<file path="config.mk">
export PLATFORM = sky130hd
export DESIGN_NAME = byte_ring_buffer_peek_drop_unit
export DESIGN_NICKNAME = d
export VERILOG_FILES = /design/src/design/rbpd_pkg.sv /design/src/design/rbpd_mem.sv /design/src/design/rbpd_ctrl.sv /design/src/design/byte_ring_buffer_peek_drop_unit.sv
export SDC_FILE = /design/constraint.sdc
export NUM_CORES = 2
export LEC_CHECK = 0
export BUFFER_PORTS_ARGS = -buffer_cell sky130_fd_sc_hd__buf_2
export CORE_AREA = 10 10 586 588
export CTS_BUF_LIST = sky130_fd_sc_hd__clkbuf_4
export DETAILED_ROUTE_END_ITERATION = 6
export DIE_AREA = 0 0 596 598
export PLACE_DENSITY_LB_ADDON = 0.08
export SYNTH_ARGS = -nofsm -noshare
export SYNTH_HDL_FRONTEND = slang
export SYNTH_HIERARCHICAL = 1
export SYNTH_SLANG_ARGS = --single-unit
</file>
<file path="constraint.sdc">
create_clock -name aclk -period 8.65 [get_ports aclk]
set_input_delay 1.73 -clock aclk [delete_from_list [all_inputs] [get_ports aclk]]
set_output_delay 1.73 -clock aclk [all_outputs]
set_load 0.02 [all_outputs]
</file>
<file path="src/design/rbpd_pkg.sv">
`timescale 1ns / 1ps
`default_nettype none

package rbpd_pkg;

    // Fixed widths of the word fields.
    localparam int unsigned BYTE_W  = 8;
    localparam int unsigned COUNT_W = 9;
    localparam int unsigned FUNC_W  = 2;

    typedef enum logic [FUNC_W-1:0] {
        FUNC_CLEAR = 2'd0,
        FUNC_WRITE = 2'd1,
        FUNC_DROP  = 2'd2,
        FUNC_PEEK  = 2'd3
    } rbpd_func_t;

    // Status of one operation, carried from the pointer logic to the result register.
    typedef struct packed {
        logic [COUNT_W-1:0] fill_level;
        logic               is_full;
        logic               write_dropped;
        logic               is_peek;
    } rbpd_status_t;

endpackage

`default_nettype wire

</file>
<file path="src/design/rbpd_mem.sv">
`timescale 1ns / 1ps
`default_nettype none

module rbpd_mem
    import rbpd_pkg::*;
#(
    parameter int unsigned DEPTH = 256,
    parameter int unsigned IDX_W = 8
) (
    input  wire logic              aclk,
    input  wire logic              wr_en,
    input  wire logic [IDX_W-1:0]  wr_addr,
    input  wire logic [BYTE_W-1:0] wr_data,
    input  wire logic              rd_en,
    input  wire logic [IDX_W-1:0]  rd_addr,
    output      logic [BYTE_W-1:0] rd_data
);

    logic [BYTE_W-1:0] store_mem [DEPTH];
    logic [BYTE_W-1:0] rd_data_reg;

    always_ff @(posedge aclk) begin
        if (wr_en) begin
            store_mem[wr_addr] <= wr_data;
        end
    end

    always_ff @(posedge aclk) begin
        if (rd_en) begin
            rd_data_reg <= store_mem[rd_addr];
        end
    end

    assign rd_data = rd_data_reg;

endmodule

`default_nettype wire

</file>
<file path="src/design/rbpd_ctrl.sv">
`timescale 1ns / 1ps
`default_nettype none

module rbpd_ctrl
    import rbpd_pkg::*;
#(
    parameter int unsigned DEPTH = 256,
    parameter int unsigned IDX_W = 8,
    parameter int unsigned CNT_W = 9
) (
    input  wire logic               aclk,
    input  wire logic               aresetn,
    input  wire logic               accept,
    input  wire logic [FUNC_W-1:0]  func,
    input  wire logic [BYTE_W-1:0]  write_byte,
    input  wire logic [COUNT_W-1:0] drop_count,
    input  wire logic [BYTE_W-1:0]  peek_offset,
    output      logic               mem_wr_en,
    output      logic [IDX_W-1:0]   mem_wr_addr,
    output      logic [BYTE_W-1:0]  mem_wr_data,
    output      logic [IDX_W-1:0]   mem_rd_addr,
    output      rbpd_status_t       status_next
);

    // Width for pointer sums: holds anything below twice the depth and any field value.
    localparam int unsigned PW = ((IDX_W > COUNT_W) ? IDX_W : COUNT_W) + 1;

    logic [IDX_W-1:0] head_reg, head_next;
    logic [IDX_W-1:0] tail_reg, tail_next;
    logic [CNT_W-1:0] count_reg, count_next;

    rbpd_func_t       op;
    logic             is_full_now;
    logic [BYTE_W-1:0] offset_mod;
    logic [PW-1:0]    peek_sum;
    logic [PW-1:0]    drop_sum;
    logic [PW-1:0]    drop_ext;
    logic [PW-1:0]    count_ext;
    logic [31:0]      count_next_w;
    logic             dropped;

    // Reduces an 8-bit offset modulo the depth by restoring subtraction.
    function automatic logic [BYTE_W-1:0] mod_depth(input logic [BYTE_W-1:0] v);
        int unsigned r;
        r = 32'(v);
        for (int k = BYTE_W - 1; k >= 0; k--) begin
            if (r >= (DEPTH << k)) begin
                r = r - (DEPTH << k);
            end
        end
        return BYTE_W'(r);
    endfunction

    assign op          = rbpd_func_t'(func);
    assign is_full_now = (count_reg == CNT_W'(DEPTH));
    assign offset_mod  = mod_depth(peek_offset);

    // Peek address: head plus reduced offset, one conditional wrap.
    always_comb begin
        peek_sum = PW'(head_reg) + PW'(offset_mod);
        if (peek_sum >= PW'(DEPTH)) begin
            peek_sum = peek_sum - PW'(DEPTH);
        end
    end

    // Drop address: only used when the count is below the fill level.
    always_comb begin
        drop_ext  = PW'(drop_count);
        count_ext = PW'(count_reg);
        drop_sum  = PW'(head_reg) + drop_ext;
        if (drop_sum >= PW'(DEPTH)) begin
            drop_sum = drop_sum - PW'(DEPTH);
        end
    end

    always_comb begin
        head_next  = head_reg;
        tail_next  = tail_reg;
        count_next = count_reg;
        dropped    = 1'b0;
        mem_wr_en  = 1'b0;
        if (accept) begin
            unique case (op)
                FUNC_CLEAR: begin
                    head_next  = '0;
                    tail_next  = '0;
                    count_next = '0;
                end
                FUNC_WRITE: begin
                    if (is_full_now) begin
                        dropped = 1'b1;
                    end else begin
                        mem_wr_en  = 1'b1;
                        tail_next  = (tail_reg == IDX_W'(DEPTH - 1)) ? '0
                                                                     : tail_reg + 1'b1;
                        count_next = count_reg + 1'b1;
                    end
                end
                FUNC_DROP: begin
                    if (drop_ext >= count_ext) begin
                        head_next  = '0;
                        tail_next  = '0;
                        count_next = '0;
                    end else begin
                        head_next  = drop_sum[IDX_W-1:0];
                        count_next = CNT_W'(count_ext - drop_ext);
                    end
                end
                FUNC_PEEK: begin
                end
                default: begin
                end
            endcase
        end
    end

    assign mem_wr_addr = tail_reg;
    assign mem_wr_data = write_byte;
    assign mem_rd_addr = peek_sum[IDX_W-1:0];

    assign count_next_w              = 32'(count_next);
    assign status_next.fill_level    = count_next_w[COUNT_W-1:0];
    assign status_next.is_full       = (count_next == CNT_W'(DEPTH));
    assign status_next.write_dropped = dropped;
    assign status_next.is_peek       = (op == FUNC_PEEK);

    always_ff @(posedge aclk) begin
        if (!aresetn) begin
            head_reg  <= '0;
            tail_reg  <= '0;
            count_reg <= '0;
        end else begin
            head_reg  <= head_next;
            tail_reg  <= tail_next;
            count_reg <= count_next;
        end
    end

    // The fill count never goes past the depth.
    assert property (@(posedge aclk) disable iff (!aresetn)
        count_reg <= CNT_W'(DEPTH))
        else $error("fill count above depth");

    // An empty buffer has both pointers at the same place.
    assert property (@(posedge aclk) disable iff (!aresetn)
        (count_reg == '0) |-> (head_reg == tail_reg))
        else $error("empty buffer with head and tail apart");

    // A refused write leaves the fill count and the tail alone.
    assert property (@(posedge aclk) disable iff (!aresetn)
        (accept && op == FUNC_WRITE && is_full_now)
        |=> ($stable(count_reg) && $stable(tail_reg)))
        else $error("refused write changed the buffer");

endmodule

`default_nettype wire

</file>
<file path="src/design/byte_ring_buffer_peek_drop_unit.sv">
`timescale 1ns / 1ps
`default_nettype none

// A result word is registered and offered on the m_ side in the cycle after
// its word is accepted. Throughput: one word per cycle unless m_ready stalls;
// pointer update and memory accesses complete in the cycle of acceptance.
// Reset (aresetn, synchronous, active low) empties the buffer and the result
// register; byte storage is not cleared and holds no meaning until written.

module byte_ring_buffer_peek_drop_unit
    import rbpd_pkg::*;
#(
    parameter int unsigned DEPTH = 256
) (
    input  wire logic               aclk,
    input  wire logic               aresetn,
    input  wire logic               s_valid,
    output      logic               s_ready,
    input  wire logic [FUNC_W-1:0]  s_func,
    input  wire logic [BYTE_W-1:0]  s_write_byte,
    input  wire logic [COUNT_W-1:0] s_drop_count,
    input  wire logic [BYTE_W-1:0]  s_peek_offset,
    output      logic               m_valid,
    input  wire logic               m_ready,
    output      logic [BYTE_W-1:0]  m_peek_byte,
    output      logic [COUNT_W-1:0] m_fill_level,
    output      logic               m_is_full,
    output      logic               m_write_dropped
);

    // Index width for the store and count width able to hold the depth itself.
    localparam int unsigned IDX_W = $clog2(DEPTH);
    localparam int unsigned CNT_W = $clog2(DEPTH + 1);

    logic              accept;
    logic              mem_wr_en;
    logic [IDX_W-1:0]  mem_wr_addr;
    logic [BYTE_W-1:0] mem_wr_data;
    logic [IDX_W-1:0]  mem_rd_addr;
    logic [BYTE_W-1:0] mem_rd_data;
    rbpd_status_t      status_next;
    rbpd_status_t      status_reg;
    logic              valid_reg, valid_next;

    // A new word enters whenever the result register is empty or is being
    // drained in this same cycle, so back-to-back words flow without a gap.
    assign s_ready = !valid_reg || m_ready;
    assign accept  = s_valid && s_ready;

    rbpd_ctrl #(
        .DEPTH (DEPTH),
        .IDX_W (IDX_W),
        .CNT_W (CNT_W)
    ) u_ctrl (
        .aclk        (aclk),
        .aresetn     (aresetn),
        .accept      (accept),
        .func        (s_func),
        .write_byte  (s_write_byte),
        .drop_count  (s_drop_count),
        .peek_offset (s_peek_offset),
        .mem_wr_en   (mem_wr_en),
        .mem_wr_addr (mem_wr_addr),
        .mem_wr_data (mem_wr_data),
        .mem_rd_addr (mem_rd_addr),
        .status_next (status_next)
    );

    // The store reads only on acceptance, so its registered read data
    // stays put for as long as the result word is stalled.
    rbpd_mem #(
        .DEPTH (DEPTH),
        .IDX_W (IDX_W)
    ) u_mem (
        .aclk    (aclk),
        .wr_en   (mem_wr_en),
        .wr_addr (mem_wr_addr),
        .wr_data (mem_wr_data),
        .rd_en   (accept),
        .rd_addr (mem_rd_addr),
        .rd_data (mem_rd_data)
    );

    always_comb begin
        valid_next = valid_reg;
        if (accept) begin
            valid_next = 1'b1;
        end else if (m_ready) begin
            valid_next = 1'b0;
        end
    end

    // The status payload needs no reset; only the valid flag is cleared.
    always_ff @(posedge aclk) begin
        if (!aresetn) begin
            valid_reg <= 1'b0;
        end else begin
            valid_reg <= valid_next;
        end
    end

    always_ff @(posedge aclk) begin
        if (accept) begin
            status_reg <= status_next;
        end
    end

    // Only a peek shows the stored byte; every other operation reports zero.
    assign m_valid         = valid_reg;
    assign m_peek_byte     = status_reg.is_peek ? mem_rd_data : '0;
    assign m_fill_level    = status_reg.fill_level;
    assign m_is_full       = status_reg.is_full;
    assign m_write_dropped = status_reg.write_dropped;

    // A stalled result word blocks the input side.
    assert property (@(posedge aclk) disable iff (!aresetn)
        (valid_reg && !m_ready) |-> !s_ready)
        else $error("input taken while result word is stalled");

    // A dropped write is only ever reported on a word that is not full-free.
    assert property (@(posedge aclk) disable iff (!aresetn)
        (valid_reg && status_reg.write_dropped) |-> status_reg.is_full)
        else $error("write reported dropped while buffer not full");

    // A result word, once offered, stays offered until it is taken.
    assert property (@(posedge aclk) disable iff (!aresetn)
        (valid_reg && !m_ready) |=> valid_reg)
        else $error("result word withdrawn before it was taken");

endmodule

`default_nettype wire

</file>
==> impl_metrics.yaml <==
detailed_routing:
  dr.first_iter.drc_count: 3013
  post_drt_via_cell_ratio: 4.62
  wirelength_um: 270000
  routedWlPerCell_um: 28.6
  postRouteAntennaNets: 0
  drtPass1Iterations: 5
  vias: 43700
  post-route-drc-count: 0
global_route:
  number_of_global_route_vias_before_repair: 45900
  grt.overflow.total: 0
  globalRouteTotalUtil: 0.147
  grt_first_pass_wirelength_um: 375000
  antenna_found_initial: 14
  grt_start_max_net_pins: 165
synthesis:
  synth-warning-count: 6
  synth_area_leaders: "sky130_fd_sc_hd__edfxtp_1 (75%), sky130_fd_sc_hd__mux4_2 (12%), sky130_fd_sc_hd__mux2i_1 (1.6%)"
  yosys_most_used_dff: "sky130_fd_sc_hd__edfxtp_1"
  netlist_area_mm2: 0.0826
  synth_largest_area_cell: "sky130_fd_sc_hd__edfxtp_1"
  synth.top_cell.area_share: 0.751
  number_of_flops_mapped_to_enable_cells_by_yosys: 2068
  postSynth.asyncResetShare: 0
  synth.ff_latch_count: 2094
  syn_area_per_cell_um2: 20.2
  netlist_instances: 4082
  netlist-cell-type-count: 81
  seq_area_frac_synth: 0.758
  synth_fp_nets: 4142
pwr:
  vdd.ir_drop.worst_mv: 0.117
  power_per_cell_area_mw_per_mm2: 228
  power_leakage_nw: 30.1
place:
  dpl_worst_slack_ns: 1.52
  routabilityCongestion: 0.784
  dp.final_hpwl_um: 167000
  placed_cells_incl_taps: 8373
  numPortBuffers: 51
worst_setup_path:
  path_max_fanout: 33
  worst_r2r_path_depth: 13
  crit_arrival_ns: 7.04
  timing.critical_path.from_type: "register"
  worst_path_class_setup: "reg -> reg"
  critical_path_rt_ns: 9.97
  cp-end-kind: "register"
timing:
  timing.fmax_mhz: 175
  fin_worst_skew_ns: 0.0935
  timing.final.crit_share: 0.661
  hold_violations: 0
  total_negative_slack_ns: 0
  timing_max_transition_violations_final: 0
  timing.final.ws_setup_ns: 2.93
  worst-slew-pin-transition_ns: 1.40
  period_minus_slack_ns: 5.72
  setup_viol: 0
  unrepaired_setup_endpoints_after_global_routing: "false"
  max_slew_margin: 0.0674
clocking:
  post_cts.repair.setup_buffers: 0
  cts.root.buffer_cell: "sky130_fd_sc_hd__clkbuf_4"
  htree_levels: 6
  post_cts.resized_instances: 0
  worst_setup_hold_path_clk_slew_ns: 0.07
  postCtsHoldBufs: 0
  tritoncts.num_buffers: 615
  cts_tree: "yes"
  numClockSinks: 2094
  clockBufferDepth: 4
  clkLatencyLatePin_ns: 1.49
die:
  fp-row-count: 212
  start_util: 0.249
  die_width_um: 596
  placeable_core_area_mm2: 0.332
  die_h_um: 598
  io_pins: 52
  die_area_mm2: 0.356
worst_hold_path:
  min-delay-path-class: "reg -> reg"
  hold_depth: 2
final_layout:
  area_growth_pct: 16.5
  number_of_flip_flops_in_the_largest_register: 2048
  fillerInstances: 32800
  post_route_cells_drive_above_1_share: 0.323
  layout_common_cells: "sky130_fd_sc_hd__edfxtp_1 (2068), sky130_fd_sc_hd__clkbuf_4 (884), sky130_fd_sc_hd__mux4_2 (454), sky130_fd_sc_hd__nor2_1 (298), sky130_fd_sc_hd__a22oi_1 (140)"
  stdcell_count: 9457
  number_of_nets_in_the_layout: 4663
  layout.cells.most_common: "sky130_fd_sc_hd__edfxtp_1"
  postLayoutCoreUtil: 0.290
  area.sequential_mm2: 0.0626
  total_area_of_multi_input_combinational_cells_mm2: 0.0185
status:
  outcome: "completed"
flow_run:
  drv_cap: 0
==> path summary, 6_finish.rpt <==
kind                                          from            endpoint  slack, ns
worst max-delay path            u_ctrl/head_reg[0]    u_mem/rd_data[0]       2.93
worst min-delay path            u_ctrl/head_reg[7]  u_ctrl/head_reg[7]       0.50
worst max register to register  u_ctrl/head_reg[0]    u_mem/rd_data[0]       2.93
worst min register to register  u_ctrl/head_reg[7]  u_ctrl/head_reg[7]       0.50
==> layout make-up <==
class,instances,area share
Multi-Input combinational cell,1697,0.193
Antenna cell,16,0.000416
Sequential cell,2094,0.651
Clock inverter,184,0.0140
Inverter,33,0.00137
Clock buffer,884,0.0690
Tap cell,4387,0.0570
Timing Repair Buffer,162,0.0149
==> logic make-up after synthesis <==
logic type	count (synthesis)	synth area share
buf+inv	291	0.0211
mux	592	0.141
flops	2094	0.758
simple gates	590	0.0337
fa+ha+maj	29	0.00466
compound gates	460	0.0392
xor+xnor	26	0.00276
==> per-stage QoR <==
stage | hold slack (ns) | power (mW) | cell area, um^2
finish | 0.499 | 22.0 | 96200
global route | 0.377 | 23.0 | 96200
CTS | 0.257 | 22.5 | 96200
detailed placement | 0.499 | 12.5 | 88200
global placement | 0.486 | 12.5 | 88100
floorplan | 0.460 | 12.0 | 82600
==> report_power, final <==
part | total, mW | internal (mW) | switching (mW)
sequential | 11.2 | 11.2 | 0.0139
clock | 9.67 | 5.28 | 4.39
combinational | 1.12 | 0.355 | 0.768
total | 22.0 | 16.8 | 5.17
==> critical path: stages, from the launching register on <==
cell,delay [ns]
sky130_fd_sc_hd__dfxtp_1,0.39
sky130_fd_sc_hd__ha_4,0.16
sky130_fd_sc_hd__inv_1,0.05
sky130_fd_sc_hd__fa_1,0.42
sky130_fd_sc_hd__inv_1,0.08
sky130_fd_sc_hd__a21oi_1,0.09
sky130_fd_sc_hd__o21bai_1,0.45
sky130_fd_sc_hd__xor2_4,0.35
sky130_fd_sc_hd__buf_4,0.52
sky130_fd_sc_hd__nor2b_4,1.21
sky130_fd_sc_hd__a22oi_1,0.44
sky130_fd_sc_hd__a21oi_1,0.69
sky130_fd_sc_hd__nor4_1,0.33
sky130_fd_sc_hd__nor4_2,0.27
==> synthesized netlist by cell type (42+ instances only) <==
cell type	n
sky130_fd_sc_hd__edfxtp_1	2068
sky130_fd_sc_hd__mux4_2	454
sky130_fd_sc_hd__a21oi_1	122
sky130_fd_sc_hd__buf_4	47
sky130_fd_sc_hd__a22oi_1	140
sky130_fd_sc_hd__nor2_1	301
sky130_fd_sc_hd__nand2_1	53
sky130_fd_sc_hd__o221ai_1	47
sky130_fd_sc_hd__clkbuf_1	113
sky130_fd_sc_hd__mux2i_1	135
sky130_fd_sc_hd__nand3_1	48
sky130_fd_sc_hd__nor2b_1	42
==> layer usage <==
metal | share of wire | track usage | routed length, um
met1 | 0.46 | 0.204 | 124000
met2 | 0.47 | 0.235 | 127000
met3 | 0.046 | 0.0270 | 12400
met4 | 0.025 | 0.0457 | 6810
met5 | 0.00027 | 0 | 74
Note: power is estimated with default switching activity, not from simulation.
